**config.mk**
```make
export PLATFORM = sky130hd
export DESIGN_NAME = ctt_ctrl
export DESIGN_NICKNAME = d
export VERILOG_FILES = /design/src/rtl/ctt_pkg.sv /design/src/rtl/ctt_ctrl.sv
export SDC_FILE = /design/constraint.sdc
export NUM_CORES = 1
export LEC_CHECK = 0
export BUFFER_PORTS_ARGS = -buffer_cell sky130_fd_sc_hd__buf_4
export CORE_MARGIN = 2
export CORE_UTILIZATION = 43
export CTS_BUF_LIST = sky130_fd_sc_hd__clkbuf_2
export CTS_CLUSTER_SIZE = 8
export DETAILED_ROUTE_END_ITERATION = 8
export PLACE_DENSITY = 0.67
export SLEW_MARGIN = 15
export SYNTH_ARGS = -nofsm -noshare
export SYNTH_HDL_FRONTEND = slang
export SYNTH_SLANG_ARGS = --single-unit
export TNS_END_PERCENT = 10
```
**constraint.sdc**
```tcl
create_clock -name clk_i -period 2.8 [get_ports clk_i]
set_input_delay 0.56 -clock clk_i [delete_from_list [all_inputs] [get_ports clk_i]]
set_output_delay 0.56 -clock clk_i [all_outputs]
set_load 0.005 [all_outputs]
```
**src/rtl/ctt_pkg.sv**
```systemverilog
// Package for the command transaction tracker: types, codes and constants.
package ctt_pkg;

  localparam int unsigned RemoteCount = 16;
  localparam int unsigned IdxW = $clog2(RemoteCount);
  localparam int unsigned CountWidth = 32;
  localparam logic [7:0] GetstatDataSize = 8'd11;

  typedef enum logic [2:0] {
    REQ_SEND  = 3'd0,
    REQ_RESP  = 3'd1,
    REQ_TICK  = 3'd2,
    REQ_READ  = 3'd3,
    REQ_CLEAR = 3'd4
  } req_e;

  typedef enum logic [3:0] {
    EV_SENT    = 4'd0,
    EV_BUSY    = 4'd1,
    EV_BAD_ID  = 4'd2,
    EV_ACK     = 4'd3,
    EV_STAT_OK = 4'd4,
    EV_BAD_LEN = 4'd5,
    EV_UNEXP   = 4'd6,
    EV_INVALID = 4'd7,
    EV_BAD_SRC = 4'd8,
    EV_TIMEOUT = 4'd9,
    EV_READ    = 4'd10
  } event_e;

  typedef enum logic [2:0] {
    CFG_TIMEOUT = 3'd0,
    CFG_PING    = 3'd1,
    CFG_MOVE    = 3'd2,
    CFG_STOP    = 3'd3,
    CFG_GETSTAT = 3'd4
  } cfg_e;

  typedef enum logic [2:0] {
    ST_IDLE,
    ST_EXEC,
    ST_SCAN,
    ST_EMIT,
    ST_OUT,
    ST_CLEAR
  } state_e;

  // controller -> datapath
  typedef struct packed {
    logic          load;      // capture the input item
    logic          exec;      // perform single-event work, load output
    logic          tick;      // advance time
    logic          scan_chk;  // check entry scan_idx, time it out and mark it
    logic          emit;      // report entry scan_idx if marked
    logic [IdxW-1:0] scan_idx;
    logic          clr;       // clear statistics, entry clr_idx
    logic [IdxW-1:0] clr_idx;
  } ctrl_t;

  // datapath -> controller
  typedef struct packed {
    req_e req;
    logic hit;       // entry scan_idx is marked as timed out
    logic any_later; // some later entry is marked as timed out
  } stat_t;

endpackage

```
**src/rtl/ctt_ctrl.sv**
```systemverilog
// Controller state machine of the tracker: sequences each item through the datapath.
module ctt_ctrl import ctt_pkg::*; (
  input  logic  clk_i,
  input  logic  rst_ni,
  input  logic  in_valid_i,
  output logic  in_stall_o,
  input  logic  out_busy_i,
  input  stat_t stat_i,
  output ctrl_t ctrl_o
);

  state_e state_q, state_d;
  logic [IdxW-1:0] idx_q, idx_d;
  logic [1:0] wait_q, wait_d;
  logic       fin_q, fin_d;

  always_ff @(posedge clk_i or negedge rst_ni) begin
    if (!rst_ni) begin
      state_q <= ST_IDLE; idx_q <= '0; wait_q <= '0; fin_q <= 1'b0;
    end else begin
      state_q <= state_d; idx_q <= idx_d; wait_q <= wait_d; fin_q <= fin_d;
    end
  end

  // SCAN times out and marks entries, EMIT reports the marked ones in ID order
  // OUT waits for the output fill, then for the slot to drain
  always_comb begin
    state_d = state_q; idx_d = idx_q; wait_d = wait_q; fin_d = fin_q;
    ctrl_o = '0;
    ctrl_o.scan_idx = idx_q;
    ctrl_o.clr_idx  = idx_q;
    in_stall_o = 1'b1;
    case (state_q)
      ST_IDLE: begin
        in_stall_o = 1'b0;
        if (in_valid_i) begin
          ctrl_o.load = 1'b1;
          state_d = ST_EXEC;
        end
      end
      ST_EXEC: begin
        idx_d = '0;
        case (stat_i.req)
          REQ_SEND, REQ_RESP, REQ_READ: begin
            ctrl_o.exec = 1'b1; fin_d = 1'b1; wait_d = '0; state_d = ST_OUT;
          end
          REQ_TICK: begin
            ctrl_o.tick = 1'b1; state_d = ST_SCAN;
          end
          REQ_CLEAR: state_d = ST_CLEAR;
          default: state_d = ST_IDLE;
        endcase
      end
      ST_SCAN: begin
        ctrl_o.scan_chk = 1'b1;
        idx_d = idx_q + IdxW'(1);
        if (idx_q == IdxW'(RemoteCount - 1)) state_d = ST_EMIT;
      end
      ST_EMIT: begin
        if (!out_busy_i) begin
          ctrl_o.emit = 1'b1;
          idx_d = idx_q + IdxW'(1);
          if (stat_i.hit) begin
            fin_d = !stat_i.any_later;
            wait_d = '0; state_d = ST_OUT;
          end else if (!stat_i.any_later) begin
            state_d = ST_IDLE;
          end
        end
      end
      ST_OUT: begin
        if (wait_q != 2'd2) wait_d = wait_q + 2'd1;
        else if (!out_busy_i) state_d = fin_q ? ST_IDLE : ST_EMIT;
      end
      ST_CLEAR: begin
        ctrl_o.clr = 1'b1;
        idx_d = idx_q + IdxW'(1);
        if (idx_q == IdxW'(RemoteCount - 1)) state_d = ST_IDLE;
      end
      default: state_d = ST_IDLE;
    endcase
  end

endmodule

```
== After elaboration in Yosys (flattened, before gate mapping) ==
Cells that the tools add are included.

* Add/sub/neg operators: 2
* Equality and inequality tests: 21
* Mux-type cells: 32
* Reduce and logical (&&, ||, !) cells: 12

{| class="wikitable"
|+ Operator list
! operator !! count
|-
| $mux 3 || 8
|-
| $ne 2x2->1 const B || 9
|-
| $pmux 3 s6 || 1
|-
| $eq 3x2->1 const B || 4
|-
| $mux 1 || 12
|-
| $mux 2 || 6
|-
| $pmux 4 s3 || 1
|-
| $eq 3x3->1 const B || 3
|-
| $pmux 3 s3 || 1
|-
| $reduce_and 7->1 || 1
|-
| $eq 3x1->1 const B || 2
|-
| $logic_not 3->1 || 2
|-
| $pmux 2 s3 || 1
|-
| $reduce_bool 3->1 || 2
|-
| $reduce_and 5->1 || 1
|-
| $add 4x1->4 const B || 1
|-
| $eq 4x4->1 const B || 1
|-
| $mux 4 || 1
|-
| $reduce_and 4->1 || 1
|-
| $ne 3x3->1 const B || 1
|-
| $reduce_or 3->1 || 1
|-
| $add 2x1->2 const B || 1
|-
| $ne 2x1->1 const B || 1
|-
| $pmux 1 s2 || 1
|-
| 4 further kinds || 4
|}

* Flip-flop bits (word level): 10
* Input bits: 9
* Output and inout port bits: 15
* Word-level logic and storage cells: 71

== Depth between registers and ports, before layout ==
Gate-level depths: netlist of run 1.

* Depth after elaboration: 4
* Gate-level depth with buffers: 6

== Least setup slack after synthesis of run 1 ==
No wires, ideal clock.

* Kind: reg2out
* Start: register state_q[1]
* End: output port ctrl_o[13] (netlist bit)
* Data arrival time: 1.172 ns
* Path slack: 1.068 ns
* Cell stages (with the launch flop): 5
* Buffers on the path: 2
* Cell sequence: dfrtp_1 buf_4 buf_2 or3_1 nor2_1

{| class="wikitable"
|+ RTL lines
! item !! RTL line !! source
|-
| start: declaration || ctt_ctrl.sv:12 || <nowiki>state_e state_q, state_d;</nowiki>
|-
| start signal: assignment || ctt_ctrl.sv:21 || <nowiki>state_q <= state_d; idx_q <= idx_d; wait_q <= wait_d; fin_q <= fin_d;</nowiki>
|-
| end: declaration || ctt_ctrl.sv:9 || <nowiki>output ctrl_t ctrl_o</nowiki>
|}

==> results of run 1 <==
-- layout make-up --
cell class                 count  area share, %
inverter                       4           1.38
multi-input combinational     87           53.9
timing repair buffer          25           17.3
tap                           27           3.11
sequential                    10           23.0
clock buffer                   3           1.38
-- layer usage --
layer / global-route usage, % / routed length, um
met1: 25.0 / 930
met2: 25.7 / 938
met4: 3.70 / 22
met5: 0 / 0
met3: 5.65 / 113
-- cell usage in the layout (no fill, tap or decap), types with 2 or more instances in the layout --
| cell type | count |
|---|---|
| a21oi_1 | 7 |
| a31oi_1 | 3 |
| and2_1 | 3 |
| buf_4 | 25 |
| clkbuf_2 | 3 |
| dfrtp_1 | 10 |
| ha_1 | 2 |
| inv_1 | 3 |
| mux2i_1 | 2 |
| nand2_1 | 10 |
| nand2b_1 | 6 |
| nand3_1 | 2 |
| nor2_1 | 10 |
| nor2b_1 | 5 |
| nor3_1 | 2 |
| nor4b_1 | 2 |
| o21ai_0 | 3 |
| o21ai_2 | 2 |
| o22a_1 | 2 |
| o22ai_1 | 3 |
-- how the worst max path moves through the flow --
stage | from | end | depth (start not counted)
final | state_q[1] | ctrl_o[12] | 3
after global routing | state_q[1] | ctrl_o[11] | 3
after CTS | state_q[1] | ctrl_o[12] | 3
after detailed placement | stat_i[4] | ctrl_o[12] | 4
after global placement | stat_i[4] | ctrl_o[11] | 4
after floorplan | state_q[1] | ctrl_o[13] | 4
-- stage by stage --
step           setup slack [ps]  hold WS (ps)  std cells  power [W]  utilization (%)
2_1_floorplan              1070           264        112   0.000823                -
3_3_place_gp                891           399        153   0.000981             54.1
3_5_place_dp                850           397        153   0.000994             54.1
4_1_cts                     575           111        156    0.00108             54.9
5_1_grt                     461           107        156    0.00117             54.9
6_report                    591           122        156    0.00107             54.9
-- kinds of logic after synthesis --
group,after synthesis,synth area share [%]
mux,2,2.17
simple gates,50,32.6
buf+inv,15,9.24
compound gates,32,25.1
flops,10,27.2
xor+xnor,1,0.951
fa+ha+maj,2,2.72
-- registers in the layout, indices dropped and copies added, names as in the netlist --
name / cells
idx_q: 4
state_q: 3
wait_q: 2
fin_q: 1
-- worst max-delay path, stage by stage, from the launching register on --
cell and delay [ps]:
dfrtp_1 580, nor4b_1 520, and2_1 190, buf_4 100
-- power groups by stage --
stage / logic (W) / clock network (W) / registers, W
global placement: 0.000639 / 0 / 0.000342
CTS: 0.000650 / 0.0000816 / 0.000344
detailed placement: 0.000648 / 0 / 0.000346
floorplan: 0.000549 / 0 / 0.000275
finish: 0.000647 / 0.0000770 / 0.000345
global route: 0.000727 / 0.0000857 / 0.000361
==> results.toml, run 1 <==
[outcome]
outcome = "complete, no violations"

[power_and_ir_drop]
p_clk_share_pct = 7.2
netSwitchingPower_w = 0.000487
power_density_nw_per_um2 = 983
peakVddDrop_v = 0.000485
internal_power_w = 0.000582
comb_power_share_pct = 60.5
p_leak_nw = 0.490
power_frac_seq_pct = 32.3
swShare_pct = 45.6

[clock_network]
cts_tree = "done"
holdBufCountCts = 0
numCtsBuffers = 3
clock_latency_ps = 250
cts-root-buf = "clkbuf_2"
cts_htree_levels = 1
cts_sinks = 10
clockBufferDepth = 2
post_cts_buffers = 0
path_clk_slew_ps = 100
postCtsResizedCells = 0

[timing]
fmax_ghz = 0.453
fin_skew_ps = 4.21
min_period_ps = 2210
final_hold_viol_count = 0
slew-limit-headroom_pct = 64.7
tightestPinTransition_ps = 529
finalSetupTns_ps = 0
grt_setup_unrepaired = "false"
drv_slew = 0
timing.final.crit_share_pct = 78.9
setup_viol = 0

[layout]
regArea_um2 = 250
filler_cell_count = 187
finalInstanceArea_um2 = 1090
final_nets = 142
multi_input_area_um2 = 586
drive_above_1_share_pct = 28.7
area_delta_synth_final_pct = 18.1
diodes = 0

[placement]
numPortBuffers = 23
place_hpwl_mm = 1.48
place.gp.congestion = 0.837
dpl_cell_area_um2 = 1070

[worst_setup_path]
cp_max_fo = 17
timing.rr.end = "wait_q[1]"
worstSetupEndpointType = "primary output"
cp.arrival_ps = 1650
crit_type = "flop to primary output"
rr_worst_depth = 4
r2r_start = "state_q[1]"
worstSetupStartpointType = "flop"
cp.required_ps = 2240
r2r_slack_ps = 1210

[detailed_routing]
ant_nets = 0
dr.pass1.iters = 4
vias = 889
drt_iter0_drc = 40
wirelength_mm = 2.01
drc_errors = 0
vias_per_cell = 5.70
wire_per_inst_um = 12.9

[grt]
grt_pass1_vias = 754
grt.total_usage_pct = 17.5
grt_antenna_before_repair = 0
grt_max_degree = 18
grt_pass1_wl_mm = 3.44
gr-total-overflow = 0

[synthesis]
yosys_warnings = 0
synth_common_cells = "dfrtp_1, nand2_1, nor2_1"
async_flop_share_pct = 100
yosys.area.top_type = "dfrtp_1"
syn_area_um2 = 921
synthesis.instances = 112
seq_area_frac_synth_pct = 27.2
synth_top_area_share_pct = 27.2
synth.ff_latch_count = 10
ys_top_cells_by_area = "dfrtp_1, buf_4, nand2_1"
synthFlopType = "dfrtp_1"
synth_edf_count = 0
synth_cell_type_count = 44
synth.avg_cell_area_um2 = 8.22
syn-num-nets = 123

[die]
start_util_pct = 46.5
rows = 16
coreArea_um2 = 1980
dieWidth_um = 50.3
boundaryPins = 24
die_y_um = 50.3
die_area_um2 = 2530

[flow_run]
cap_violations = 0

[min_path]
hp-class = "input port to async pin"
(Power assumes the default switching activity.)
==> run 2, diff against run 1 <==
- ABC_AREA: not set -> 1
- PLACE_DENSITY: 0.67 -> 0.7
- clock period: 2.8 -> 1.9 ns (I/O delays scaled with it)
==> run 2 against run 1 <==
Compared with the run above:
- flip-flop and latch count stayed put
- setup slack worse by 480 ps
- non-clock buffer count is 1 lower
- first-iteration DRC count down 73%
- utilization down 0.76 points
- cell count grew 5.1%
- clock-buffer cell count unchanged
- power increased by 23%
- sequential power is 18% higher
- via count is 12% lower
- critical path type unchanged
- critical endpoint is now ctrl_o[13]
==> results.toml, run 2 <==
[layout]
layout_common_cells = "nand2_1, buf_4, inv_1, nand3_1, dfrtp_1"
filler_cell_count = 208
reg.largest.list = "idx_q: 4 flops, state_q: 3 flops, wait_q: 2 flops"
final_nets = 149
regArea_um2 = 251
area_delta_synth_final_pct = 21.0
top_register = "idx_q"
largest_reg_flops = 4
drive_above_1_share_pct = 35.0
diodes = 0
layout_commonest_cell = "nand2_1"
multi_input_area_um2 = 489
finalInstanceArea_um2 = 1040

[clock_network]
clock_latency_ps = 270
numCtsBuffers = 3
clockBufferDepth = 2
path_clk_slew_ps = 120
cts_tree = "done"
post_cts_buffers = 0
cts-root-buf = "clkbuf_2"
cts_sinks = 10
cts_htree_levels = 1

[worst_setup_path]
worstSetupEndpointType = "primary output"
cp.arrival_ps = 1410
worstSetupStartpointType = "flop"
crit_type = "flop to primary output"
cp_max_fo = 10
cp.required_ps = 1520

[power_and_ir_drop]
netSwitchingPower_w = 0.000644
p_clk_share_pct = 9.5
swShare_pct = 48.8
power_frac_seq_pct = 30.8
p_leak_nw = 0.576
comb_power_share_pct = 59.7
peakVddDrop_v = 0.000615
internal_power_w = 0.000675
power_density_nw_per_um2 = 1270

[synthesis]
synth.avg_cell_area_um2 = 7.47
seq_area_frac_synth_pct = 29.1
synthesis.instances = 115
yosys_warnings = 0
syn_area_um2 = 860
synth_cell_type_count = 24
synth_edf_count = 0
synth.most_common_cell = "nand2_1"
synthFlopType = "dfrtp_1"
synth.ff_latch_count = 10
yosys.area.top_type = "dfrtp_1"
synth_top_area_share_pct = 29.1
synth_common_cells = "nand2_1, inv_1, dfrtp_1"
syn-num-nets = 126
async_flop_share_pct = 100
ys_top_cells_by_area = "dfrtp_1, nand2_1, nor2_4"

[flow_run]
cap_violations = 0

[timing]
min_period_ps = 1790
tightestPinTransition_ps = 540
slew-limit-headroom_pct = 64.0
drv_slew = 0
fmax_ghz = 0.559
finalSetupTns_ps = 0
grt_setup_unrepaired = "false"
fin_skew_ps = 13.6
setup_viol = 0
timing.final.crit_share_pct = 94.1
final_hold_viol_count = 0

[detailed_routing]
wirelength_mm = 1.80
ant_nets = 0
wire_per_inst_um = 11.0
vias_per_cell = 4.77
dr.pass1.iters = 4
drt_iter0_drc = 11
drc_errors = 0
vias = 783

[die]
boundaryPins = 24
die_area_um2 = 2370
rows = 16
start_util_pct = 44.7
dieWidth_um = 48.7
coreArea_um2 = 1920
die_y_um = 48.7

[outcome]
outcome = "complete, no violations"

[placement]
place_hpwl_mm = 1.47
place.gp.congestion = 0.873
numPortBuffers = 23
dpl_cell_area_um2 = 1010

[grt]
grt_pass1_wl_mm = 3.13
grt_max_degree = 11
grt.total_usage_pct = 17.0
gr-total-overflow = 0
grt_antenna_before_repair = 0
grt_pass1_vias = 747

[min_path]
hp-class = "input port to flop"
-- run 2: changes by cell type after synthesis, moves of 4 or more --
cell / previous run / this run
nor2b_1: 5 / 0
nand3_1: 2 / 9
nand2_1: 10 / 29
nand2_4: 0 / 4
nor2_4: 0 / 6
nand2b_1: 6 / 0
buf_2: 5 / 0
inv_1: 3 / 14
-- run 2: worst paths after layout --
| path | from | end | slack, ps | cells after the start |
|---|---|---|---|---|
| setup / recovery | state_q[2] | ctrl_o[13] | 110 | 4 |
| hold / removal | stat_i[0] | fin_q | 370 | 4 |
| setup reg to reg | state_q[2] | state_q[1] | 440 | 7 |
| hold reg to reg | wait_q[1] | wait_q[1] | 510 | 2 |
| max in group asynchronous | rst_ni | state_q[0] | 1270 | 2 |
| min in group asynchronous | rst_ni | idx_q[1] | 460 | 2 |
-- run 2: kinds of logic (layout without fill, tap and decap cells) --
group | count (synthesis) | in the layout | synth area share [%]
flip-flops | 10 | 10 | 29.1
AND/OR/NAND/NOR | 64 | 64 | 42.5
buffers and inverters | 23 | 45 | 14.0
AO/OA/AOI/OAI | 15 | 15 | 10.5
XOR/XNOR | 1 | 1 | 1.02
adder cells (fa/ha/maj) | 2 | 2 | 2.91
-- run 2: power by group through the flow --
stage | logic, W | registers (W) | clock network (W)
after floorplan | 0.000679 | 0.000341 | 0
after CTS | 0.000794 | 0.000404 | 0.000132
final | 0.000786 | 0.000406 | 0.000126
after global routing | 0.000873 | 0.000422 | 0.000144
after global placement | 0.000771 | 0.000405 | 0
after detailed placement | 0.000789 | 0.000409 | 0
-- run 2: layout make-up --
| class | instances | area share, % |
|---|---|---|
| tap | 27 | 3.25 |
| multi-input combinational | 82 | 47.1 |
| timing repair buffer | 24 | 17.6 |
| sequential | 10 | 24.2 |
| clock buffer | 3 | 1.44 |
| clock inverter | 1 | 0.361 |
| inverter | 17 | 6.14 |
-- run 2: metal layers --
metal / up-vias / GRT usage, % / routed length [um]
li1: 401 / - / -
met2: 29 / 28.8 / 849
met5: - / 0 / 0
met1: 347 / 19.9 / 814
met3: 6 / 1.85 / 85
met4: 0 / 11.9 / 54
-- run 2: repair_timing --
item	4_1_cts	5_1_grt
hold endpoints to repair	10	0
hold buffers	1	0
resized for setup	0	1
endpoints found under the setup margin	0	1
-- run 2: through the flow --
step                      total power (W)  utilization [%]  setup WS [ps]  hold WS [ps]  cells
final                             0.00132             54.1            112           368    164
after global routing              0.00144             54.1           19.4           363    164
after CTS                         0.00133             54.0           94.4           357    164
after detailed placement          0.00120             52.5            409           218    159
after global placement            0.00118             52.5            445           218    159
after floorplan                   0.00102                -            650          84.4    115
-- run 2: worst max-delay path, cell delays in order, from the launching register on --
cell,delay [ps]
dfrtp_1,590
nor2_4,220
nand2_1,100
nor2_1,110
buf_4,120
